**config.mk**
```make
export PLATFORM = sky130hd
export DESIGN_NAME = tmd_queue
export DESIGN_NICKNAME = d
export VERILOG_FILES = /design/src/tmd_pkg.sv /design/src/tmd_queue.sv
export VERILOG_INCLUDE_DIRS = /design/src /design/src/src
export SDC_FILE = /design/constraint.sdc
export NUM_CORES = 1
export LEC_CHECK = 0
export ABC_CLOCK_PERIOD_IN_PS = 3100
export BUFFER_PORTS_ARGS = -buffer_cell sky130_fd_sc_hd__buf_2
export CAP_MARGIN = 10
export CORE_UTILIZATION = 53
export DETAILED_ROUTE_END_ITERATION = 8
export PLACE_DENSITY_LB_ADDON = 0.08
export RECOVER_POWER = 100
export SLEW_MARGIN = 30
export SYNTH_ARGS = -nofsm -noshare
export SYNTH_HDL_FRONTEND = slang
export SYNTH_SLANG_ARGS = --single-unit
```
**constraint.sdc**
```tcl
create_clock -name clk -period 3.1 [get_ports clk]
set_input_delay 0.155 -clock clk [delete_from_list [all_inputs] [get_ports clk]]
set_output_delay 0.155 -clock clk [all_outputs]
set_load 0.05 [all_outputs]
```
**src/truncated_mean_dedx_top_macros.svh**
```systemverilog
// Assertion helpers for the truncated-mean block
`ifndef TRUNCATED_MEAN_DEDX_TOP_MACROS_SVH
`define TRUNCATED_MEAN_DEDX_TOP_MACROS_SVH
// Implication checked on every rising clock edge outside reset
`define TMD_ASSERT_IMP(label, clk, rst_n, ante, cons, msg) \
	label: assert property (@(posedge clk) disable iff (!rst_n) (ante) |-> (cons)) \
		else $error(msg);
// Plain invariant outside reset
`define TMD_ASSERT_ALWAYS(label, clk, rst_n, expr, msg) \
	label: assert property (@(posedge clk) disable iff (!rst_n) (expr)) else $error(msg);
`endif

```
**src/tmd_pkg.sv**
```systemverilog
package tmd_pkg;
	localparam int MaxSamples = 256;
	localparam int ChargeBits = 16;
	localparam int IdxBits = $clog2(MaxSamples);
	localparam int CntBits = IdxBits + 1;
	localparam int SumBits = ChargeBits + CntBits;
	localparam int DenBits = CntBits + 8;
	localparam int NumBits = SumBits + 7;
	localparam int QDepth = 2;
	localparam logic [7:0] TruncLowReset = 8'd2;
	localparam logic [7:0] TruncHighReset = 8'd77;
	localparam logic [0:0] RegTruncLow = 1'b0;
	localparam logic [0:0] RegTruncHigh = 1'b1;

	typedef struct packed {
		logic [ChargeBits-1:0] charge;
		logic has_sample;
		logic last;
	} in_item_t;

	typedef struct packed {
		logic [ChargeBits-1:0] mean_charge;
		logic [8:0] used_count;
		logic overflowed;
	} out_item_t;

	// front to back: one closed track
	typedef struct packed {
		logic [CntBits-1:0] n;
		logic ovf;
	} track_t;
endpackage

```
**src/tmd_queue.sv**
```systemverilog
// Short FIFO of closed tracks between front and back
module tmd_queue (
	input logic clk,
	input logic arst_n,
	input logic wr_valid,
	output logic wr_ready,
	input tmd_pkg::track_t wr_data,
	output logic rd_valid,
	input logic rd_ready,
	output tmd_pkg::track_t rd_data
);
	`include "truncated_mean_dedx_top_macros.svh"
	tmd_pkg::track_t slot_q [tmd_pkg::QDepth];
	logic [$clog2(tmd_pkg::QDepth):0] fill_q;
	logic wp_q, rp_q;

	assign wr_ready = fill_q != ($clog2(tmd_pkg::QDepth)+1)'(tmd_pkg::QDepth);
	assign rd_valid = fill_q != '0;
	assign rd_data = slot_q[rp_q];

	// slots
	always_ff @(posedge clk) begin
		if (wr_valid && wr_ready) begin
			slot_q[wp_q] <= wr_data;
		end
	end

	// pointers and fill
	always_ff @(posedge clk or negedge arst_n) begin
		if (!arst_n) begin
			fill_q <= '0;
			wp_q <= 1'b0;
			rp_q <= 1'b0;
		end else begin
			if (wr_valid && wr_ready) begin
				wp_q <= ~wp_q;
			end
			if (rd_valid && rd_ready) begin
				rp_q <= ~rp_q;
			end
			if ((wr_valid && wr_ready) && !(rd_valid && rd_ready)) begin
				fill_q <= fill_q + 1'b1;
			end else if (!(wr_valid && wr_ready) && (rd_valid && rd_ready)) begin
				fill_q <= fill_q - 1'b1;
			end
		end
	end

	`TMD_ASSERT_ALWAYS(a_fill_range, clk, arst_n,
		fill_q <= ($clog2(tmd_pkg::QDepth)+1)'(tmd_pkg::QDepth), "queue overfilled")
	`TMD_ASSERT_IMP(a_ptr_match, clk, arst_n, fill_q == '0, wp_q == rp_q,
		"empty queue with split pointers")
	`TMD_ASSERT_IMP(a_no_underflow, clk, arst_n, fill_q == '0, !rd_valid,
		"valid from empty queue")
endmodule

```
# Word-level counts from Yosys, hierarchy flattened

Memories as Yosys holds them, arrays and structs flattened.
Cells that the tools add are included.

Bits in registers: 4
Input bits: 14
RAM bits: 20
Memories kept: 1
Logic and storage cells: 21

Bitwise operators: 2
Add/subtract/negate cells: 2
Reductions and logical operators: 8
Equal/unequal tests: 1
Multiplexer cells: 4

Memory list:

| memory | depth | width | rd ports | clocked after Yosys merged registers in | write ports | line            | RTL |
|---|---|---|---|---|---|---|---|
| slot_q | 2     | 10    | 1        | 0                                       | 1           | tmd_queue.sv:13 | `tmd_pkg::track_t slot_q [tmd_pkg::QDepth];` |

Operator list:

| cell                                              | count |
|---|---|
| logical AND 1 bit                                 | 4 |
| two-way mux 2 bit                                 | 2 |
| nonzero test 2 bit                                | 2 |
| adder 2 x 1 -> 2 bit (second input constant)      | 1 |
| zero test 1 bit                                   | 2 |
| two-way mux 1 bit                                 | 2 |
| != test 2 bit (second input constant)             | 1 |
| NOT 1 bit                                         | 2 |
| subtractor 2 x 1 -> 2 bit (second input constant) | 1 |

# Longest topological paths before layout

Word-level depth: 6
Mapped depth: 7
Depth with buffers taken out: 7

# Worst setup path after synthesis

No wires, ideal clock.

Path type: register to register
From: reg fill_q[0] (netlist name)
To: mem slot_q[0][0] (netlist name) (enable)
Arrival: 1.214 ns
Setup time: 0.376 ns
Cell stages (with the launch flop): 4
Path buffers: 0
Clock period less this slack: 1.590 ns
Setup slack: 1.510 ns
Required time: 2.724 ns
Path through: dfrtp_1 nand2b_4 nand2_1 nor2_1

Longest elaborated chain between the ends: 4

RTL lines:

| item                                    | line            | RTL |
|---|---|---|
| start, declared                         | tmd_queue.sv:14 | `logic [$clog2(tmd_pkg::QDepth):0] fill_q;` |
| start signal, assigned                  | tmd_queue.sv:42 | `fill_q <= fill_q + 1'b1;` |
| start signal, assigned                  | tmd_queue.sv:44 | `fill_q <= fill_q - 1'b1;` |
| != test 2 bit                           | tmd_queue.sv:17 | `assign wr_ready = fill_q != ($clog2(tmd_pkg::QDepth)+1)'(tmd_pkg::QDepth);` |
| named net wr_ready                      | tmd_queue.sv:6  | `output logic wr_ready,` |
| logical AND 1 bit                       | tmd_queue.sv:23 | `if (wr_valid && wr_ready) begin` |
| two-way mux 1 bit                       | tmd_queue.sv:23 |  |
| two-way mux 1 bit (implied by the code) | tmd_queue.sv:24 | `slot_q[wp_q] <= wr_data;` |
| end, declared                           | tmd_queue.sv:13 |  |

The timed path passes the listed nets, and every way through them passes these cells.

==> impl_metrics.env <==
export IMPL_worstReg2RegStart="fill_q[0]"
export IMPL_syn_instance_count=49
export IMPL_post_synth_top_area_fraction_pct=64.4
export IMPL_place_congestion=0.657
export IMPL_drt_iter0_drc=17
export IMPL_setup_viol=0
export IMPL_post_route_cells_drive_above_1_share_pct=29.5
export IMPL_clock_tree_root_cell="sky130_fd_sc_hd__clkbuf_4"
export IMPL_finalNetCount=94
export IMPL_worstRegToRegCells=3
export IMPL_dpl_hpwl_um=911
export IMPL_grt_pass1_vias=448
export IMPL_clock_latency_on_the_worst_skew_pair_ps=300
export IMPL_synthDistinctLibCells=14
export IMPL_post_dp_cell_area_sq_mm=0.00107
export IMPL_rows=14
export IMPL_hold_path_class="primary input to flop"
export IMPL_cts_htree_levels=1
export IMPL_final_design_area_no_fill_sq_mm=0.00108
export IMPL_ir_worst_vdd_v=0.000597
export IMPL_worst_ep_required_ps=2940
export IMPL_place_port_buffers=25
export IMPL_post_synth_main_area_contributors="sky130_fd_sc_hd__edfxtp_1 (64%), sky130_fd_sc_hd__mux2_2 (12%), sky130_fd_sc_hd__dfrtp_1 (11%)"
export IMPL_viasPerCell=5.12
export IMPL_num_antenna_cells=0
export IMPL_timing_fmax_ghz=0.547
export IMPL_tightest_slew_ps=827
export IMPL_timing_max_cap_violations=0
export IMPL_post_route_min_period_ps=1830
export IMPL_grt_ovfl_total=0
export IMPL_crit_path_end_kind="output pin"
export IMPL_static_power_due_to_leakage_nw=0.398
export IMPL_clkTransAtPathRegs_ps=120
export IMPL_numCtsBuffers=3
export IMPL_startpoint_type="flop"
export IMPL_cts_tree="yes"
export IMPL_min_delay_worst_endpoint="slot_q[1][7]"
export IMPL_antenna_found_initial=0
export IMPL_timing_clock_skew_ps=6.28
export IMPL_cp_cell_sequence="mux2_2, clkbuf_1"
export IMPL_max_slew_margin_rel_pct=44.7
export IMPL_finish_cell_count_without_fillers=94
export IMPL_power_density_mw_per_mm2=1080
export IMPL_timing_critical_path_fanout_max=11
export IMPL_design_die_area_sq_mm=0.00193
export IMPL_worst_r2r_setup_slack_ps=1410
export IMPL_critical_path_arrival_ps=1670
export IMPL_fill_cells=125
export IMPL_die_x_um=43.9
export IMPL_syn_cell_area_sq_um=932
export IMPL_cts_repair_resize_count=0
export IMPL_grt_first_pass_wirelength_um=1960
export IMPL_core_area_sq_mm=0.00158
export IMPL_final_cell_mix="sky130_fd_sc_hd__edfxtp_1 (20), sky130_fd_sc_hd__clkbuf_1 (16), sky130_fd_sc_hd__mux2_2 (10)"
export IMPL_run_status="finished, final reports clean"
export IMPL_largest_net_degree_at_the_start_of_global_routing=14
export IMPL_total_power_w=0.00116
export IMPL_hold_depth=1
export IMPL_vias=481
export IMPL_setup_tns_final_ps=0
export IMPL_numPlacedInstances=89
export IMPL_area_growth_syn_to_layout_pct=15.4
export IMPL_crit_type="flop to output pin"
export IMPL_route_detailed_wl_per_inst_um=13.9
export IMPL_antenna_left=0
export IMPL_report_final_hold_viol_count=0
export IMPL_synth_top_cell_by_area="sky130_fd_sc_hd__edfxtp_1"
export IMPL_most_common_cell_after_layout_fill_and_taps_aside="sky130_fd_sc_hd__edfxtp_1"
export IMPL_post_route_drc_count=0
export IMPL_rsz0062_at_grt="no"
export IMPL_gr_usage_all_layers_pct=15.0
export IMPL_drt_first_pass_iters=6
export IMPL_critical_path_slowest_cell="sky130_fd_sc_hd__dfrtp_1"
export IMPL_ys_seq_elements=24
export IMPL_hp_start="wr_data[7]"
export IMPL_worst_r2r_endpoint="slot_q[0][9]"
export IMPL_synth_sequential_area_ratio_pct=75.2
export IMPL_synth_avg_cell_area_sq_um=19.0
export IMPL_tritoncts_num_sinks=24
export IMPL_postRouteWirelength_um=1300
export IMPL_die_height_um=43.9
export IMPL_timing_final_max_slew_violations=0
export IMPL_timing_critical_path_from="rp_q"
export IMPL_cts_max_path_buffers=2
export IMPL_floorplan_initialDensity_pct=59.1
export IMPL_yosys_warnings=0
export IMPL_period_share_pct=58.9
export IMPL_synth_fp_nets=64
export IMPL_slowest_delay_ps=650
export IMPL_ios=26
==> cells by family after synthesis <==
kind of cell	after synthesis	share of synthesized area [%]
adder cells (fa/ha/maj)	1	1.34
AND/OR/NAND/NOR	7	5.50
flip-flops	24	75.2
XOR/XNOR	5	4.70
buffers and inverters	2	1.21
multiplexers	10	12.1
==> cell usage after synthesis <==
master,n
sky130_fd_sc_hd__and3_1,1
sky130_fd_sc_hd__buf_4,1
sky130_fd_sc_hd__dfrtp_1,4
sky130_fd_sc_hd__edfxtp_1,20
sky130_fd_sc_hd__ha_1,1
sky130_fd_sc_hd__inv_1,1
sky130_fd_sc_hd__mux2_2,10
sky130_fd_sc_hd__nand2_1,1
sky130_fd_sc_hd__nand2_4,1
sky130_fd_sc_hd__nand2b_4,1
sky130_fd_sc_hd__nor2_1,2
sky130_fd_sc_hd__or2_4,1
sky130_fd_sc_hd__xnor2_1,3
sky130_fd_sc_hd__xor2_1,2
==> flip-flops by register name (all words and copies together), names as in the netlist <==
| register | flops |
|---|---|
| fill_q | 2 |
| rp_q | 1 |
| slot_q | 20 |
| wp_q | 1 |
==> critical path, delay by kind of cell (launching register included) <==
kind,cells,cell delay [ps]
buffers and inverters,1,470
flip-flops,1,650
multiplexers,1,240
==> report_power, final <==
part | total (W) | switching (W) | internal (W)
clock | 0.000131 | 0.0000843 | 0.0000469
sequential | 0.000508 | 0.0000585 | 0.000449
combinational | 0.000523 | 0.000378 | 0.000145
total | 0.00116 | 0.000521 | 0.000641
==> how the worst max path moves through the flow <==
stage                         to  slack (ps)
CTS                   rd_data[0]        1360
global route          rd_data[1]        1170
detailed placement  slot_q[0][5]        1430
floorplan           slot_q[0][0]        1510
finish                rd_data[1]        1270
global placement    slot_q[0][6]        1480
==> metal layers <==
metal  global-route usage [%]  share of wire, %  wire length [um]
met4                     5.45                 0                 0
met2                     26.9                55               716
met1                     18.2                41               535
met3                     2.50               3.8                50
met5                        0                 0                 0
==> metrics by stage <==
stage	hold slack, ps	util (%)	setup slack [ps]
after floorplan	-141	-	1510
after global placement	-33.3	67.9	1480
after detailed placement	-31.1	67.9	1430
after CTS	23.4	70.2	1360
after global routing	15.6	68.3	1170
final	36.7	68.3	1270
==> what timing repair did <==
| item | 4_1_cts | 5_1_grt |
|---|---|---|
| hold endpoints to repair | 4 | 0 |
| buffers inserted | 0 | 0 |
| hold buffers | 1 | 0 |
==> layout make-up <==
| type | count | area, sq um | share of cell area [%] |
|---|---|---|---|
| repair buffers | 26 | 115 | 10.7 |
| well taps | 16 | 20.0 | 1.86 |
| clock buffers | 3 | 22.5 | 2.09 |
| clock inverters | 1 | 3.75 | 0.349 |
| multi-input cells | 23 | 210 | 19.5 |
| inverters | 1 | 3.75 | 0.349 |
| flip-flops and latches | 24 | 701 | 65.1 |
Power figures use the tool's default switching activity.
