### config.mk
export PLATFORM = sky130hd
export DESIGN_NAME = tmd_back
export DESIGN_NICKNAME = d
export VERILOG_FILES = /design/src/tmd_pkg.sv /design/src/tmd_back.sv
export VERILOG_INCLUDE_DIRS = /design/src /design/src/src
export SDC_FILE = /design/constraint.sdc
export NUM_CORES = 1
export LEC_CHECK = 0
export BUFFER_PORTS_ARGS = -buffer_cell sky130_fd_sc_hd__buf_2
export CAP_MARGIN = 20
export CORE_MARGIN = 1
export CORE_UTILIZATION = 59
export DETAILED_ROUTE_END_ITERATION = 16
export PLACE_DENSITY = 0.86
export SLEW_MARGIN = 20
export SYNTH_ARGS = -nofsm -noshare
export SYNTH_HDL_FRONTEND = slang
export SYNTH_SLANG_ARGS = --single-unit
### constraint.sdc
create_clock -name clk -period 14.4 [get_ports clk]
set_clock_uncertainty 0.2 [all_clocks]
set_input_delay 0 -clock clk [delete_from_list [all_inputs] [get_ports clk]]
set_output_delay 0 -clock clk [all_outputs]
set_load 0.05 [all_outputs]
### src/truncated_mean_dedx_top_macros.svh
// Assertion helpers for the truncated-mean block
`ifndef TRUNCATED_MEAN_DEDX_TOP_MACROS_SVH
`define TRUNCATED_MEAN_DEDX_TOP_MACROS_SVH
// Implication checked on every rising clock edge outside reset
`define TMD_ASSERT_IMP(label, clk, rst_n, ante, cons, msg) \
	label: assert property (@(posedge clk) disable iff (!rst_n) (ante) |-> (cons)) \
		else $error(msg);
// Plain invariant outside reset
`define TMD_ASSERT_ALWAYS(label, clk, rst_n, expr, msg) \
	label: assert property (@(posedge clk) disable iff (!rst_n) (expr)) else $error(msg);
`endif

### src/tmd_pkg.sv
package tmd_pkg;
	localparam int MaxSamples = 256;
	localparam int ChargeBits = 16;
	localparam int IdxBits = $clog2(MaxSamples);
	localparam int CntBits = IdxBits + 1;
	localparam int SumBits = ChargeBits + CntBits;
	localparam int DenBits = CntBits + 8;
	localparam int NumBits = SumBits + 7;
	localparam int QDepth = 2;
	localparam logic [7:0] TruncLowReset = 8'd2;
	localparam logic [7:0] TruncHighReset = 8'd77;
	localparam logic [0:0] RegTruncLow = 1'b0;
	localparam logic [0:0] RegTruncHigh = 1'b1;

	typedef struct packed {
		logic [ChargeBits-1:0] charge;
		logic has_sample;
		logic last;
	} in_item_t;

	typedef struct packed {
		logic [ChargeBits-1:0] mean_charge;
		logic [8:0] used_count;
		logic overflowed;
	} out_item_t;

	// front to back: one closed track
	typedef struct packed {
		logic [CntBits-1:0] n;
		logic ovf;
	} track_t;
endpackage

### src/tmd_back.sv
// Back: window bounds, window sum over the store, restoring divide
module tmd_back (
	input logic clk,
	input logic arst_n,
	input logic [7:0] trunc_low,
	input logic [7:0] trunc_high,
	input logic tr_valid,
	output logic tr_ready,
	input tmd_pkg::track_t tr_data,
	input logic front_idle,
	output logic store_busy,
	output logic rd_en,
	output logic [tmd_pkg::IdxBits-1:0] rd_addr,
	input logic [tmd_pkg::ChargeBits-1:0] rd_data,
	output logic out_valid,
	input logic out_ready,
	output tmd_pkg::out_item_t out_data
);
	`include "truncated_mean_dedx_top_macros.svh"
	localparam int DB = tmd_pkg::DenBits;
	localparam int NB = tmd_pkg::NumBits;
	localparam int CB = tmd_pkg::CntBits;
	typedef enum logic [2:0] {IDLE, PROD, BOUND, SUM, DIV, EMIT} state_t;

	state_t state_q;
	tmd_pkg::track_t tr_q;
	logic [DB-1:0] lo_prod_q, hi_prod_q, den_q;
	logic [CB-1:0] lo_q, hi_q, i_q;
	logic rd_pend_q;
	logic [tmd_pkg::SumBits-1:0] sum_q;
	logic [NB-1:0] num_q;
	logic [DB:0] rem_q;
	logic [$clog2(NB+1)-1:0] bit_q;
	logic [DB:0] rem_sh;
	logic [DB-1:0] hi_ceil;
	logic [DB-7-1:0] hi_div;

	assign tr_ready = (state_q == IDLE);
	assign out_valid = (state_q == EMIT);
	// the store still holds the track being summed
	assign store_busy = (state_q == PROD) || (state_q == BOUND) || (state_q == SUM);
	assign rd_en = (state_q == SUM) && !rd_pend_q && (i_q != hi_q) && front_idle;
	assign rd_addr = i_q[tmd_pkg::IdxBits-1:0];
	assign rem_sh = {rem_q[DB-1:0], num_q[NB-1]};
	assign hi_ceil = hi_prod_q + DB'(127);
	assign hi_div = hi_ceil[DB-1:7];

	// sequencer: products, bounds, serial sum, one quotient bit per cycle
	always_ff @(posedge clk or negedge arst_n) begin
		if (!arst_n) begin
			state_q <= IDLE;
			rd_pend_q <= 1'b0;
			tr_q <= '0;
			lo_prod_q <= '0;
			hi_prod_q <= '0;
			den_q <= '0;
			lo_q <= '0;
			hi_q <= '0;
			i_q <= '0;
			sum_q <= '0;
			num_q <= '0;
			rem_q <= '0;
			bit_q <= '0;
			out_data <= '0;
		end else begin
			unique case (state_q)
				IDLE: begin
					if (tr_valid) begin
						tr_q <= tr_data;
						state_q <= PROD;
					end
				end
				PROD: begin
					lo_prod_q <= DB'(tr_q.n) * DB'(trunc_low);
					hi_prod_q <= DB'(tr_q.n) * DB'(trunc_high);
					den_q <= DB'(tr_q.n) * DB'(trunc_high - trunc_low);
					state_q <= BOUND;
				end
				BOUND: begin
					out_data.used_count <= 9'(tr_q.n);
					out_data.overflowed <= tr_q.ovf;
					sum_q <= '0;
					rd_pend_q <= 1'b0;
					if (lo_prod_q >= hi_prod_q) begin
						out_data.mean_charge <= '0;
						state_q <= EMIT;
					end else begin
						lo_q <= (DB'(lo_prod_q[DB-1:7]) > DB'(tr_q.n)) ? tr_q.n
							: CB'(lo_prod_q[DB-1:7]);
						hi_q <= (DB'(hi_div) > DB'(tr_q.n)) ? tr_q.n : CB'(hi_div);
						i_q <= (DB'(lo_prod_q[DB-1:7]) > DB'(tr_q.n)) ? tr_q.n
							: CB'(lo_prod_q[DB-1:7]);
						state_q <= SUM;
					end
				end
				SUM: begin
					if (rd_pend_q) begin
						sum_q <= sum_q + tmd_pkg::SumBits'(rd_data);
						rd_pend_q <= 1'b0;
					end else if (i_q == hi_q) begin
						num_q <= {sum_q, 7'd0};
						rem_q <= '0;
						bit_q <= '0;
						state_q <= DIV;
					end else if (rd_en) begin
						rd_pend_q <= 1'b1;
						i_q <= i_q + 1'b1;
					end
				end
				DIV: begin
					if (rem_sh >= {1'b0, den_q}) begin
						rem_q <= rem_sh - {1'b0, den_q};
						num_q <= {num_q[NB-2:0], 1'b1};
					end else begin
						rem_q <= rem_sh;
						num_q <= {num_q[NB-2:0], 1'b0};
					end
					bit_q <= bit_q + 1'b1;
					if (bit_q == $bits(bit_q)'(NB-1)) begin
						state_q <= EMIT;
					end
				end
				EMIT: begin
					if (out_ready) begin
						state_q <= IDLE;
					end
				end
				default: state_q <= IDLE;
			endcase
			// saturate the quotient to the charge range on the final step
			if (state_q == DIV && bit_q == $bits(bit_q)'(NB-1)) begin
				if (num_q[NB-2:tmd_pkg::ChargeBits-1] != '0) begin
					out_data.mean_charge <= '1;
				end else begin
					out_data.mean_charge <= {num_q[tmd_pkg::ChargeBits-2:0],
						(rem_sh >= {1'b0, den_q})};
				end
			end
		end
	end

	`TMD_ASSERT_IMP(a_div_nonzero, clk, arst_n, state_q == DIV, den_q != '0,
		"divide by zero")
	`TMD_ASSERT_IMP(a_sum_bounds, clk, arst_n, state_q == SUM, i_q <= hi_q,
		"sum index past window")
endmodule

; ---- After elaboration in Yosys (flattened, before gate mapping)
; Index checks and enable logic that the tools add are counted.
[word_totals]
reg_bits = 189
input_bits = 47
wordCells = 102
[classes]
addsub = 6
n_reduce_logical = 20
muxes = 35
mul = 3
eq_ne = 17
bitwise_logic = 1
order_cmp = 4
[op_table]
columns = op, count
row1 = two-way mux 32 bit, 2
row2 = case mux 32 bit (2 select lines), 1
row3 = two-way mux 9 bit, 6
row4 = two-way mux 17 bit, 3
row5 = case mux 25 bit (2 select lines), 1
row6 = two-way mux 16 bit, 3
row7 = multiplier 9 x 8 -> 17 bit, 2
row8 = case mux 17 bit (2 select lines), 1
row9 = two-way mux 26 bit, 1
row10 = adder 25 x 16 -> 25 bit, 1
row11 = two-way mux 25 bit, 1
row12 = > comparator 10 x 9 -> 1 bit, 2
row13 = greater-or-equal comparator 18 x 17 -> 1 bit, 1
row14 = two-way mux 3 bit, 6
row15 = case mux 3 bit (6 select lines), 1
row16 = case mux 9 bit (2 select lines), 1
row17 = adder 17 x 7 -> 17 bit (second input constant), 1
row18 = greater-or-equal comparator 17 bit, 1
row19 = multiplier 10 x 9 -> 17 bit, 1
row20 = subtractor 17 bit, 1
row21 = nonzero test 16 bit, 1
row22 = != test 2 bit (second input constant), 7
row23 = two-way mux 6 bit, 2
row24 = case mux 6 bit (2 select lines), 1
row25 = 21 further kinds, 38

; ---- Longest topological paths before layout
[depth]
ltp_word = 8
mapped_depth = 28

; ---- Worst setup path before layout
; No wires, ideal clock.
[synth_path]
kind = input to register
startpoint = in trunc_low[1]
endpoint = reg den_q[15]
required_ns = 14.105
stages = 26
setup_slack_ns = 8.068
arrival_ns = 6.036
setup_ns = 0.095
n_path_buf = 0
path_cell_list = inv_1 -> ha_1 -> nor2b_1 -> o21ai_1 -> nand2_1 -> a21o_1 -> a21o_1 -> a21o_1 -> a21oi_2 -> mux2_1 -> fa_1 -> fa_1 -> inv_1 -> fa_1 -> fa_1 -> inv_1 -> fa_1 -> inv_1 -> ha_1 -> o21ai_1 -> a21oi_1 -> o21ai_0 -> a21boi_1 -> o211a_1 -> o21a_1 -> o31ai_1
[synth_between]
elab_chain_cells = 2
[synth_rtl]
columns = element, line_no
row1 = from (decl), tmd_back.sv:5  ; input logic [7:0] trunc_low,
row2 = subtractor 8 x 8 -> 9 bit, tmd_back.sv:76  ; den_q <= DB'(tr_q.n) * DB'(trunc_high - trunc_low);
row3 = multiplier 10 x 9 -> 17 bit, tmd_back.sv:76
row4 = to (signal assigned), tmd_back.sv:76
row5 = to (decl), tmd_back.sv:27  ; logic [DB-1:0] lo_prod_q, hi_prod_q, den_q;
; No other way between the ends.
; A chain may end at the register's enable or synchronous reset.

; ---- Worst setup path after layout
[layout_path]
startpoint = in trunc_high[0]
endpoint = reg den_q[15]
[layout_between]
elab_chain_cells = 2
[layout_rtl]
columns = element, line_no
row1 = from (decl), tmd_back.sv:6  ; input logic [7:0] trunc_high,
row2 = subtractor 8 x 8 -> 9 bit, tmd_back.sv:76
row3 = multiplier 10 x 9 -> 17 bit, tmd_back.sv:76
; No other way between the ends.

==> summary.md <==
| Metric | Value |
|---|---|
| Synth Area in Compound Gates | `14.1%` |
| Sequential area share after synthesis | `26.0%` |
| Die X | `178 um` |
| Routed WL | `46.7 mm` |
| CTS sink count | `189` |
| Fraction of registers with async set/reset | `100%` |
| Synth Register Bits | `189` |
| Simple-gate portion of the synthesized area | `17.7%` |
| CP max FO | `10` |
| Tcrit/Tclk final | `49.1%` |
| Yosys warns | `0` |
| Fin cells | `2511` |
| Vias in the first global route | `15840` |
| Layout cells sized above 1 | `8.82%` |
| Pins Over Slew Limit | `0` |
| CP max-delay cell | `a21oi_1` |
| Nets | `2490` |
| Yosys cell types | `84` |
| All-layer global routing usage | `31.0%` |
| Synth Cell Area | `0.0182 mm2` |
| Final Hold Vio Count | `0` |
| Unrepaired setup endpoints after global routing | `false` |
| Core outline area | `0.0300 mm2` |
| # port buffers | `84` |
| Total gr overflow | `0` |
| Via count | `15503` |
| Number of synthesized flops with an enable pin | `0` |
| First-pass GRT wire length | `77.3 mm` |
| CP most frequent cell | `fa_1` |
| Fmax | `141 MHz` |
| Prevailing post-synth register cell | `dfrtp_1` |
| Largest net degree at the start of global routing | `115` |
| Clk buf depth | `2` |
| Antenna-violating nets left | `0` |
| Area Overhead vs Synth | `8.86%` |
| Measured slew at the worst slew-check pin | `1.10 ns` |
| Worst Path Arrival | `7.22 ns` |
| Post-Syn Nets | `2425` |
| FP Rows | `63` |
| Final GP Congestion | `0.913` |
| Worst Path Buf+Inv | `6` |
| Post-layout min period | `7.07 ns` |
| CTS tree | `done` |
| Vias/cell | `6.17` |
| Initial antenna violation count | `1` |
| Rel. slew slack | `26.5%` |
| HPWL Detailed | `33.2 mm` |
| Final core utilization | `66.1%` |
| Chip height | `178 um` |
| Clk Latency, worst-skew pair | `0.45 ns` |
| Synth area leader | `dfrtp_1` |
| H-tree levels | `4` |
| DRC violations left | `0` |
| Setup violators final | `0` |
| Adder-cell share of the synthesized area | `28.8%` |
| Proportion of synthesized area in mux cells | `2.66%` |
| Syn Inst Count | `2042` |
| Num ports | `85` |
| TritonCTS buffer count | `17` |
| Worst endpoint required time | `14.55 ns` |
| Starting Density | `60.7%` |
| DP Cell Count | `2446` |
| Synth top area cells | `dfrtp_1 26%, fa_1 15%, ha_1 14%, nand2_1 6.0%, inv_1 4.5%` |
| Drt pass-1 iters | `6` |
| Setup CP Type | `input pin to flop` |
| Xor/xnor cell area share of the yosys netlist | `4.04%` |
| Main combinational cell family by area after synthesis | `adder cells` |
| Clock root buffer | `clkbuf_16` |
| Syn Area/Cell | `8.91 um2` |
| Synth cell count leaders | `289 x nand2_1, 216 x inv_1, 199 x ha_1` |
| Clk slew on worst S/H paths | `0.08 ns` |
| CP max stage delay | `0.70 ns` |
| Hold WC Path Type | `input pin to asynchronous set/reset pin` |
| Crit start category | `input pin` |
| Delay-heaviest family, CP | `adder cells` |
| Final setup TNS | `0 ns` |
| Critical Path Sink Type | `flop` |
| Maxcap violations | `0` |
| Die area | `0.0315 mm2` |
| Drt wl/cell | `18.6 um` |
| Status | `finished clean` |
| Initial DRC count | `1296` |
| Top cell type's share of synthesized area | `26.0%` |
| Setup Buffers After CTS | `0` |
| Most common cell in the netlist | `nand2_1` |
flip-flops by register name, summed over array words and instances, names as in the netlist:
name and flops:
num_q 32, hi_prod_q 17, i_q 9, out_data 26, rd_pend_q 1, sum_q 25, rem_q 17, lo_prod_q 17
bit_q 6, state_q 3, hi_q 9, den_q 17, tr_q 10
through the flow:
stage          hold slack [ns]  area (um2)  setup slack (ns)
2_1_floorplan           -0.496       18200              8.07
3_3_place_gp          -0.00694       18900              7.57
3_5_place_dp          0.000422       18900              7.36
4_1_cts                 0.0231       19800              7.34
5_1_grt                 0.0760       19800              6.85
6_report                0.0415       19800              7.33
placed cells by master (no fill, tap or decap), drive strengths merged, types with 6 or more instances in the layout:
cell type,n
o31ai,16
nand2b,35
o21ai,125
ha,199
buf,97
a211oi,19
o31a,7
nor2b,9
nand4,15
nand2,289
or3,11
mux2,26
and2,73
nor2,128
a22oi,26
nand3,60
o311ai,9
mux2i,16
clkinv,13
a21o,18
xnor2,41
inv,228
a31oi,6
nor4,7
xor2,43
nor3,31
dlygate4sd3,32
clkbuf,18
dfrtp,189
and3,15
a21oi,78
a22o,7
or2,10
fa,137
o21a,23
final timing paths:
| path | from | endpoint | slack [ns] | cells past startpoint |
|---|---|---|---|---|
| max | trunc_high[0] | den_q[15] | 7.33 | 26 |
| min | arst_n | den_q[13] | 0.04 | 2 |
| max reg2reg | tr_q[5] | den_q[15] | 8.02 | 22 |
| min reg2reg | den_q[9] | den_q[9] | 0.28 | 2 |
| max in group asynchronous | arst_n | tr_q[6] | 12.33 | 3 |
| min in group clk | rd_data[5] | sum_q[5] | 0.06 | 5 |
layout make-up:
cell class                 instances  area (um2)
timing repair buffer             130         855
multi-input combinational       1542       12300
clock buffer                      17         425
tap                              390         488
antenna                            1        2.50
inverter                         227         852
sequential                       189        4730
clock inverter                    15         193
fill                            2323       10200
kinds of logic (layout without fill, tap and decap cells):
group	after synthesis	count (layout)
and+or+nand+nor	692	692
muxes	42	42
buffers and inverters	311	389
other	0	1
DFF	189	189
xor gates and xnor gates	84	84
AOI/OAI and AO/OA	388	388
adders and majority gates	336	336
timing repair:
| action | 4_1_cts | 5_1_grt |
|---|---|---|
| hold endpoints to repair | 145 | 0 |
| hold buffers | 32 | 0 |
| resized for setup | 0 | 0 |
routing by layer:
metal | global-route usage [%] | share of wire [%] | up-vias
met5 | 0 | 0 | -
met4 | 18.1 | 5.6 | 0
met3 | 4.37 | 7.2 | 190
met2 | 51.7 | 48 | 735
met1 | 38.6 | 39 | 7577
li1 | - | - | 7001
Power is not shown: default switching activity piles up to over one toggle a cycle in this logic, so the estimate is an artifact.
