**src/truncated_mean_dedx_top_macros.svh**
```systemverilog
// Assertion helpers for the truncated-mean block
`ifndef TRUNCATED_MEAN_DEDX_TOP_MACROS_SVH
`define TRUNCATED_MEAN_DEDX_TOP_MACROS_SVH
// Implication checked on every rising clock edge outside reset
`define TMD_ASSERT_IMP(label, clk, rst_n, ante, cons, msg) \
	label: assert property (@(posedge clk) disable iff (!rst_n) (ante) |-> (cons)) \
		else $error(msg);
// Plain invariant outside reset
`define TMD_ASSERT_ALWAYS(label, clk, rst_n, expr, msg) \
	label: assert property (@(posedge clk) disable iff (!rst_n) (expr)) else $error(msg);
`endif

```
**src/tmd_pkg.sv**
```systemverilog
package tmd_pkg;
	localparam int MaxSamples = 256;
	localparam int ChargeBits = 16;
	localparam int IdxBits = $clog2(MaxSamples);
	localparam int CntBits = IdxBits + 1;
	localparam int SumBits = ChargeBits + CntBits;
	localparam int DenBits = CntBits + 8;
	localparam int NumBits = SumBits + 7;
	localparam int QDepth = 2;
	localparam logic [7:0] TruncLowReset = 8'd2;
	localparam logic [7:0] TruncHighReset = 8'd77;
	localparam logic [0:0] RegTruncLow = 1'b0;
	localparam logic [0:0] RegTruncHigh = 1'b1;

	typedef struct packed {
		logic [ChargeBits-1:0] charge;
		logic has_sample;
		logic last;
	} in_item_t;

	typedef struct packed {
		logic [ChargeBits-1:0] mean_charge;
		logic [8:0] used_count;
		logic overflowed;
	} out_item_t;

	// front to back: one closed track
	typedef struct packed {
		logic [CntBits-1:0] n;
		logic ovf;
	} track_t;
endpackage

```
**src/tmd_front.sv**
```systemverilog
// Front: insertion into the sorted store, closes tracks into the queue
module tmd_front (
	input logic clk,
	input logic arst_n,
	input tmd_pkg::in_item_t in_data,
	input logic in_valid,
	output logic in_ready,
	output logic tr_valid,
	output tmd_pkg::track_t tr_data,
	input logic tr_ready,
	input logic rd_en,
	input logic [tmd_pkg::IdxBits-1:0] rd_addr,
	output logic [tmd_pkg::ChargeBits-1:0] rd_data
);
	`include "truncated_mean_dedx_top_macros.svh"
	typedef enum logic [1:0] {IDLE, SCAN, SHIFT, HOLD} state_t;

	state_t state_q;
	logic [tmd_pkg::ChargeBits-1:0] mem [tmd_pkg::MaxSamples];
	logic [tmd_pkg::ChargeBits-1:0] mem_rd_q;
	logic [tmd_pkg::CntBits-1:0] cnt_q, pos_q, k_q;
	logic [tmd_pkg::ChargeBits-1:0] c_q;
	logic last_q, ovf_q;
	logic busy_rd_q;
	logic [tmd_pkg::IdxBits-1:0] addr;
	logic wr_en;
	logic [tmd_pkg::IdxBits-1:0] wr_addr;
	logic [tmd_pkg::ChargeBits-1:0] wr_data;

	assign in_ready = (state_q == IDLE);
	assign tr_valid = (state_q == HOLD);
	assign tr_data.n = cnt_q;
	assign tr_data.ovf = ovf_q;
	assign rd_data = mem_rd_q;

	// one read port: scan or shift address while inserting, back unit otherwise
	always_comb begin
		if (state_q == SCAN) begin
			addr = pos_q[tmd_pkg::IdxBits-1:0];
		end else if (state_q == SHIFT) begin
			addr = k_q[tmd_pkg::IdxBits-1:0] - 1'b1;
		end else begin
			addr = rd_addr;
		end
	end

	// store memory
	always_ff @(posedge clk) begin
		if (wr_en) begin
			mem[wr_addr] <= wr_data;
		end
		if (rd_en || state_q == SCAN || state_q == SHIFT) begin
			mem_rd_q <= mem[addr];
		end
	end

	// write: shift entry k-1 up to k once read back, then place the sample
	always_comb begin
		wr_en = 1'b0;
		wr_addr = k_q[tmd_pkg::IdxBits-1:0];
		wr_data = mem_rd_q;
		if (state_q == SHIFT && busy_rd_q) begin
			wr_en = 1'b1;
		end else if (state_q == SHIFT && k_q == pos_q) begin
			wr_en = 1'b1;
			wr_data = c_q;
		end
	end

	// insertion sequencer: scan reads one entry at a time, shift likewise
	always_ff @(posedge clk or negedge arst_n) begin
		if (!arst_n) begin
			state_q <= IDLE;
			cnt_q <= '0;
			ovf_q <= 1'b0;
			pos_q <= '0;
			k_q <= '0;
			last_q <= 1'b0;
			busy_rd_q <= 1'b0;
			c_q <= '0;
		end else begin
			unique case (state_q)
				IDLE: begin
					busy_rd_q <= 1'b0;
					if (in_valid) begin
						c_q <= in_data.charge;
						last_q <= in_data.last;
						pos_q <= '0;
						if (in_data.has_sample &&
							cnt_q == tmd_pkg::CntBits'(tmd_pkg::MaxSamples)) begin
							ovf_q <= 1'b1;
							state_q <= in_data.last ? HOLD : IDLE;
						end else if (in_data.has_sample) begin
							state_q <= SCAN;
						end else begin
							state_q <= in_data.last ? HOLD : IDLE;
						end
					end
				end
				SCAN: begin
					if (!busy_rd_q) begin
						if (pos_q == cnt_q) begin
							k_q <= cnt_q;
							state_q <= SHIFT;
						end else begin
							busy_rd_q <= 1'b1;
						end
					end else begin
						busy_rd_q <= 1'b0;
						if (mem_rd_q <= c_q) begin
							pos_q <= pos_q + 1'b1;
						end else begin
							k_q <= cnt_q;
							state_q <= SHIFT;
						end
					end
				end
				SHIFT: begin
					if (busy_rd_q) begin
						busy_rd_q <= 1'b0;
						k_q <= k_q - 1'b1;
					end else if (k_q == pos_q) begin
						cnt_q <= cnt_q + 1'b1;
						state_q <= last_q ? HOLD : IDLE;
					end else begin
						busy_rd_q <= 1'b1;
					end
				end
				HOLD: begin
					if (tr_ready) begin
						cnt_q <= '0;
						ovf_q <= 1'b0;
						state_q <= IDLE;
					end
				end
				default: state_q <= IDLE;
			endcase
		end
	end

	`TMD_ASSERT_ALWAYS(a_cnt_range, clk, arst_n,
		cnt_q <= tmd_pkg::CntBits'(tmd_pkg::MaxSamples), "sample count beyond store")
	`TMD_ASSERT_IMP(a_pos_le_cnt, clk, arst_n, state_q == SHIFT,
		pos_q <= k_q && k_q <= cnt_q, "shift index out of order")
	`TMD_ASSERT_IMP(a_no_rd_busy, clk, arst_n, rd_en, state_q == IDLE || state_q == HOLD,
		"back read while inserting")
endmodule

```
**config.mk**
```make
export PLATFORM = sky130hd
export DESIGN_NAME = tmd_front
export DESIGN_NICKNAME = d
export VERILOG_FILES = /design/src/tmd_pkg.sv /design/src/tmd_front.sv
export VERILOG_INCLUDE_DIRS = /design/src /design/src/src
export SDC_FILE = /design/constraint.sdc
export NUM_CORES = 2
export LEC_CHECK = 0
export ABC_CLOCK_PERIOD_IN_PS = 23000
export BUFFER_PORTS_ARGS = -buffer_cell sky130_fd_sc_hd__buf_2
export CAP_MARGIN = 15
export CORE_MARGIN = 2
export CORE_UTILIZATION = 55
export CTS_CLUSTER_DIAMETER = 40
export DETAILED_ROUTE_END_ITERATION = 16
export PLACE_DENSITY = 0.71
export SLEW_MARGIN = 30
export SYNTH_ARGS = -nofsm -noshare
export SYNTH_HDL_FRONTEND = slang
export SYNTH_SLANG_ARGS = --single-unit
```
**constraint.sdc**
```tcl
create_clock -name clk -period 23 [get_ports clk]
set_input_delay 0 -clock clk [delete_from_list [all_inputs] [get_ports clk]]
set_output_delay 0 -clock clk [all_outputs]
set_load 0.02 [all_outputs]
```
### Word-level counts from Yosys, hierarchy flattened

Memory sizes are Yosys's and may differ from the RTL's. A register that Yosys moved wholly into a read port is not among the register bits.
Cells that the tools add are included.

| cells by class | value |
|---|---|
| add/subtract/negate cells | 4 |
| multipliers | 0 |
| div/mod/pow operators | 0 |
| magnitude comparators | 1 |
| equal/unequal tests | 16 |
| shifts and indexed selects | 0 |
| mux-type cells | 42 |
| bitwise gates (word level) | 0 |
| reductions and logical operators | 17 |

Operators by type and width:

| operator | number |
|---|---|
| $mux W9 | 10 |
| $pmux W9 S2 | 3 |
| $mux W16 | 2 |
| $mux W2 | 11 |
| $add A9 B1 Y9 const B | 2 |
| $eq A9 B9 Y1 | 2 |
| $le A16 B16 Y1 | 1 |
| $mux W8 | 2 |
| $reduce_and A4 Y1 | 4 |
| $mux W1 | 11 |
| $eq A9 B9 Y1 const B | 1 |
| $sub A9 B1 Y9 const B | 1 |
| $ne A2 B1 Y1 const B | 4 |
| $ne A2 B2 Y1 const B | 4 |
| $pmux W2 S4 | 1 |
| $reduce_bool A2 Y1 | 4 |
| $sub A8 B1 Y8 const B | 1 |
| $reduce_and A6 Y1 | 1 |
| $eq A2 B2 Y1 const B | 2 |
| $logic_and A1 B1 Y1 | 3 |
| $ne A3 B2 Y1 const B | 1 |
| $ne A3 B3 Y1 const B | 1 |
| $pmux W1 S3 | 1 |
| $reduce_bool A3 Y1 | 1 |
| other kinds (5) | 6 |

| storage, ports and cells | value |
|---|---|
| register bits after elaboration | 48 |
| latch bits | 0 |
| RAM bits | 4096 |
| bits in read-only memories | 0 |
| input bits | 31 |
| word-level logic and storage cells | 89 |
| memories | 1 |

Memories:

| memory | words | bits a word | read ports | clocked after memory_dff | write ports | RTL line | RTL |
|---|---|---|---|---|---|---|---|
| mem | 256 | 16 | 1 | 1 | 1 | tmd_front.sv:19 | `logic [tmd_pkg::ChargeBits-1:0] mem [tmd_pkg::MaxSamples];` |

### Depth between registers and ports, before layout

| depth | value |
|---|---|
| depth in word-level cells | 6 |
| depth in mapped cells | 18 |
| mapped depth without buffers | 11 |

### Worst setup path before layout

Ideal clock, no wire load.

| timing | value |
|---|---|
| path kind | flip-flop to flip-flop |
| from | register state_q[0] |
| to | memory mem[0][15] in the netlist's numbering, data pin |
| arrival time | 11.502 ns |
| required time | 20.812 ns |
| slack | 9.310 ns |
| cell stages (with the launch flop) | 9 |
| period minus slack after synthesis | 13.690 ns |
| path through | dfrtp_1 -> inv_1 -> ha_1 -> buf_2 -> buf_2 -> buf_1 -> nand2_1 -> clkbuf_1 -> o21ai_0 |

| on the way | value |
|---|---|
| word-level cells in the longest chain between the ends | 4 |

RTL lines:

| item | RTL line | RTL |
|---|---|---|
| start: declaration | tmd_front.sv:18 | `state_t state_q;` |
| start signal: assignment | tmd_front.sv:92 | `state_q <= in_data.last ? HOLD : IDLE;` |
| start signal: assignment | tmd_front.sv:96 | `state_q <= in_data.last ? HOLD : IDLE;` |
| start signal: assignment | tmd_front.sv:124 | `state_q <= last_q ? HOLD : IDLE;` |
| $eq A2 B2 Y1 (*) | tmd_front.sv:62, tmd_front.sv:64 |  |
| $logic_and A1 B1 Y1 | tmd_front.sv:64 | `end else if (state_q == SHIFT && k_q == pos_q) begin` |
| $mux W16 | tmd_front.sv:64 |  |
| $mux W16 (*) | tmd_front.sv:62 | `if (state_q == SHIFT && busy_rd_q) begin` |
| named net wr_data, one bit | tmd_front.sv:28 | `logic [tmd_pkg::ChargeBits-1:0] wr_data;` |
| end: declaration | tmd_front.sv:19 |  |

The timed path passes the listed nets; every way through them passes the cells marked *.

### Worst setup path in the final report

| timing | value |
|---|---|
| from | register state_q[0] |
| to | register mem_rd_q, in the netlist rd_data[10], read port of mem, data pin |

| on the way | value |
|---|---|
| word-level cells in the longest chain between the ends | 3 |

RTL lines:

| item | RTL line | RTL |
|---|---|---|
| $eq A2 B2 Y1 or $eq A2 B1 Y1 (tied branches) | tmd_front.sv:40, tmd_front.sv:52, tmd_front.sv:38 |  |
| $mux W8 or $logic_or A1 B1 Y1 (tied branches) | tmd_front.sv:40, tmd_front.sv:52 |  |
| $mux W8 or $logic_or A1 B1 Y1 (tied branches) | tmd_front.sv:38, tmd_front.sv:52 |  |
| end: declaration | tmd_front.sv:20 | `logic [tmd_pkg::ChargeBits-1:0] mem_rd_q;` |

Several ways; a longest one is shown, not always the timed one.
A chain may end at the register's enable or synchronous reset.

==> impl_results.html <==
<table>
<tr><th>Metric</th><th>Value</th></tr>
<tr><th colspan="2">Status</th></tr>
<tr><td>Run status</td><td>finished clean</td></tr>
<tr><th colspan="2">Route</th></tr>
<tr><td>Final wirelength</td><td>468000 um</td></tr>
<tr><td>Vias/cell</td><td>6.44</td></tr>
<tr><td>Residual DRC count</td><td>0</td></tr>
<tr><td>Number of DRC markers after the initial detailed-route iteration</td><td>16400</td></tr>
<tr><td>Total iterations of the first detailed-routing run</td><td>7</td></tr>
<tr><td>Drt wl/cell</td><td>28.4 um</td></tr>
<tr><td>Remaining antenna violation count after routing</td><td>0</td></tr>
<tr><td>Total number of vias</td><td>106000</td></tr>
<tr><th colspan="2">Synth</th></tr>
<tr><td>Syn_nets</td><td>12000</td></tr>
<tr><td>Sequential share of the synthesized area</td><td>0.757</td></tr>
<tr><td>Count of synthesis-stage warnings from yosys</td><td>0</td></tr>
<tr><td>Top cells by count, synth</td><td>edfxtp_1 (4112), nand2_1 (3064), a21oi_1 (777), nand3_1 (745), clkbuf_1 (443)</td></tr>
<tr><td>Register bit count reported by yosys</td><td>4160</td></tr>
<tr><td>Arithmetic-cell share of the synthesized area counting full adders, half adders and majority gates</td><td>0.00220</td></tr>
<tr><td>Post-synthesis area per instance</td><td>13.8 sq um</td></tr>
<tr><td>Area share of xor/xnor cells in the synthesized design</td><td>0.00106</td></tr>
<tr><td>Distinct cells, synth</td><td>76</td></tr>
<tr><td>Summed instance area of the synthesized netlist</td><td>0.165 sq mm</td></tr>
<tr><td>Share of synthesized flip-flops with an asynchronous set or reset</td><td>0.0115</td></tr>
<tr><td>Library cell with the highest instance count after synthesis</td><td>edfxtp_1</td></tr>
<tr><td>Number of instances in the synthesized netlist</td><td>11900</td></tr>
<tr><td>Dominant combinational cell family by area after synthesis</td><td>simple AND/OR/NAND/NOR gates</td></tr>
<tr><td>Share of the synthesized area in compound gates (AO/OA/AOI/OAI)</td><td>0.0705</td></tr>
<tr><td>Number of enable flip-flop cells after synthesis</td><td>4112</td></tr>
<tr><td>Proportion of synthesized area in mux cells</td><td>0.0284</td></tr>
<tr><td>Main flop type after synthesis</td><td>edfxtp_1</td></tr>
<tr><td>Most area-consuming cells after synthesis</td><td>edfxtp_1 (75%), nand2_1 (7.0%), a21oi_1 (2.4%), nand3_1 (2.3%), mux2i_1 (1.8%)</td></tr>
<tr><td>Dominant cell type by area after synthesis</td><td>edfxtp_1</td></tr>
<tr><td>Post-synthesis simple-gate area fraction</td><td>0.120</td></tr>
<tr><td>Synth top area share</td><td>0.750</td></tr>
<tr><th colspan="2">Timing</th></tr>
<tr><td>Slew of the pin with the lowest slew margin</td><td>1.11 ns</td></tr>
<tr><td>Final setup viols</td><td>0</td></tr>
<tr><td>Final Max Slew Viols</td><td>0</td></tr>
<tr><td>Max Clk Rate</td><td>121 MHz</td></tr>
<tr><td>Min cycle time layout</td><td>8.24 ns</td></tr>
<tr><td>Portion of the clock cycle consumed by the worst path in the final layout</td><td>0.358</td></tr>
<tr><td>RSZ-0062 raised after global routing</td><td>false</td></tr>
<tr><td>Final hold violation count</td><td>0</td></tr>
<tr><td>Remaining max-slew budget at the tightest pin</td><td>0.243</td></tr>
<tr><td>Final Skew</td><td>0.0840 ns</td></tr>
<tr><td>Post-route setup TNS</td><td>0 ns</td></tr>
<tr><td>Final worst setup slack</td><td>14.76 ns</td></tr>
<tr><th colspan="2">Power</th></tr>
<tr><td>Max rail drop VDD</td><td>0.000158 V</td></tr>
<tr><td>Tot Pwr</td><td>27000 uW</td></tr>
<tr><td>Leakage Power</td><td>0.0636 uW</td></tr>
<tr><td>Power density relative to cell area</td><td>144 mW/mm^2</td></tr>
<tr><th colspan="2">Floorplan</th></tr>
<tr><td>Core outline area</td><td>0.297 sq mm</td></tr>
<tr><td>Initial cell density of the core</td><td>0.554</td></tr>
<tr><td>Number of rows created at floorplan</td><td>200</td></tr>
<tr><td>Die Y</td><td>551 um</td></tr>
<tr><td>Overall die area</td><td>0.304 sq mm</td></tr>
<tr><td>Top-Level Pins</td><td>59</td></tr>
<tr><td>Width of the die</td><td>551 um</td></tr>
<tr><th colspan="2">Setup path</th></tr>
<tr><td>Largest incremental delay on the critical path</td><td>0.80 ns</td></tr>
<tr><td>Critical Path, Cell by Cell</td><td>inv_1 &gt; ha_1 &gt; buf_4 &gt; and2_1 &gt; o31a_2 &gt; buf_4 &gt; buf_4 &gt; buf_4 &gt; buf_4 &gt; buf_4 &gt; buf_4 &gt; a21oi_1 &gt; a22o_1 &gt; o22ai_1 &gt; a2111oi_4 &gt; nor4_1 &gt; o211a_1 &gt; and3_1</td></tr>
<tr><td>Most common cell on crit path</td><td>buf_4</td></tr>
<tr><td>Kind of start point of the critical path</td><td>flip-flop</td></tr>
<tr><td>Source of the critical timing path</td><td>state_q[0]</td></tr>
<tr><td>FF-to-FF End</td><td>rd_data[10]</td></tr>
<tr><td>Worst Setup End Kind</td><td>flip-flop</td></tr>
<tr><td>Biggest fanout along the worst timing path</td><td>81</td></tr>
<tr><td>Signal arrival time at the worst endpoint</td><td>9.10 ns</td></tr>
<tr><td>Critical path class</td><td>reg2reg</td></tr>
<tr><td>Slowest stage cell, crit path</td><td>buf_4</td></tr>
<tr><td>R2R cell count</td><td>18</td></tr>
<tr><td>Endpoint required time on the critical path</td><td>23.86 ns</td></tr>
<tr><td>Startpoint of the most critical register-to-register path</td><td>state_q[0]</td></tr>
<tr><td>Setup slack of the worst register-to-register path</td><td>14.76 ns</td></tr>
<tr><th colspan="2">Place</th></tr>
<tr><td>Dpl cell area</td><td>0.171 sq mm</td></tr>
<tr><td>Setup slack at placement</td><td>14.73 ns</td></tr>
<tr><td>Detailed placement HPWL</td><td>262000 um</td></tr>
<tr><td>Final weighted congestion of routability-driven global placement</td><td>0.911</td></tr>
<tr><td>Port Buf Inserts</td><td>58</td></tr>
<tr><th colspan="2">Global routing</th></tr>
<tr><td>Wire length of the first global-routing pass</td><td>676000 um</td></tr>
<tr><td>Number of antenna violations at the first check in global routing</td><td>32</td></tr>
<tr><td>Pin count of the biggest net entering global routing</td><td>209</td></tr>
<tr><td>Number of global-route vias before repair</td><td>101000</td></tr>
<tr><td>Total congestion overflow after global routing</td><td>0</td></tr>
<tr><td>GRT Overall Usage</td><td>0.303</td></tr>
<tr><th colspan="2">Final layout</th></tr>
<tr><td>Fraction of final layout cells with drive strength greater than 1</td><td>0.116</td></tr>
<tr><td>Post-route core utilization</td><td>0.631</td></tr>
<tr><td>Post-layout instance area</td><td>0.188 sq mm</td></tr>
<tr><td>Count of nets after finishing</td><td>12200</td></tr>
<tr><td>Area growth from synthesis to layout</td><td>13.9%</td></tr>
<tr><th colspan="2">Job</th></tr>
<tr><td>Number of max-cap violations</td><td>0</td></tr>
<tr><th colspan="2">CTS</th></tr>
<tr><td>Insertion delay to the later sink of the worst-skew pair</td><td>1.04 ns</td></tr>
<tr><td>Number of buffers between clock root and the deepest sink</td><td>4</td></tr>
<tr><td>Count of buffers added by post-CTS timing repair for setup</td><td>0</td></tr>
<tr><td>Clock tree from TritonCTS</td><td>built</td></tr>
<tr><td>CTS Sinks</td><td>4160</td></tr>
<tr><td>H-tree Lvls</td><td>5</td></tr>
<tr><td>TritonCTS Buffers</td><td>472</td></tr>
<tr><td>CTS root buf</td><td>clkbuf_16</td></tr>
<tr><td>Clock-pin slew on the worst setup and hold paths</td><td>0.06 ns</td></tr>
<tr><th colspan="2">Worst hold path</th></tr>
<tr><td>Hold Crit Class</td><td>in2async</td></tr>
</table>
==> flip-flops by register name (all words and copies together), names as in the netlist <==
| register | cells |
|---|---|
| mem | 4096 |
| c_q | 16 |
| rd_data | 16 |
| cnt_q | 9 |
| k_q | 9 |
| pos_q | 9 |
| state_q | 2 |
| busy_rd_q | 1 |
| last_q | 1 |
| ovf_q | 1 |
==> logic make-up after synthesis <==
logic type | after synthesis
simple gates | 4663
flops | 4160
compound gates | 1820
mux | 383
xor+xnor | 20
fa+ha+maj | 29
buf+inv | 834
==> worst max path at each step <==
stage,to,slack (ns),cells after the start
3_3_place_gp,rd_data[13],14.05,15
4_1_cts,rd_data[10],14.67,16
3_5_place_dp,rd_data[10],14.73,16
2_1_floorplan,mem[0][15],9.31,8
5_1_grt,rd_data[10],14.45,18
6_report,rd_data[10],14.76,18
==> what timing repair did <==
item,CTS,global route
endpoints found under the hold margin,98,0
gates resized for setup,0,0
hold buffers,45,0
==> worst max-delay path: cells and delay by family (launching register included) <==
family          cells  cell delay, ns
compound gates      6            1.53
fa+ha+maj           1            0.14
buf+inv             8            4.69
flops               1            0.43
simple gates        3            1.06
==> stage by stage <==
step                std cells  hold WS, ns
global placement        15500        0.234
global route            16500       0.0864
detailed placement      15500       0.0755
finish                  16500       0.0397
CTS                     16400       0.0185
floorplan               11900       -0.296
==> metal layers <==
| layer | share of wire | GRT usage |
|---|---|---|
| met5 | 0.00016 | 0 |
| met4 | 0.044 | 0.129 |
| met3 | 0.14 | 0.0855 |
| met2 | 0.44 | 0.446 |
| met1 | 0.37 | 0.425 |
==> area by class of cell <==
type                    count  area, sq um
fillers                 20800       110000
well taps                3939         4930
multi-input cells        6915        37400
clock buffers             548        12100
diodes                     33         82.6
clock inverters           324         3800
inverters                  30          113
flip-flops and latches   4160       125000
repair buffers            524         4400
==> where the power goes <==
part	internal, uW	leakage, uW	switching [uW]	total, uW
Combinational	2490	0.0186	7170	9660
Sequential	9610	0.0374	135	9750
Clock	4480	0.00764	3110	7590
==> layout by cell type (no fill, tap or decap), drive strengths merged, types with 116 or more instances in the layout <==
| cell type | instances |
|---|---|
| a21oi | 777 |
| a31oi | 233 |
| nor2 | 317 |
| clkinv | 182 |
| o22ai | 189 |
| nand2 | 3066 |
| and3 | 270 |
| buf | 480 |
| nand3 | 745 |
| nor4 | 116 |
| mux2i | 300 |
| clkbuf | 548 |
| edfxtp | 4112 |
(Power assumes the default switching activity.)
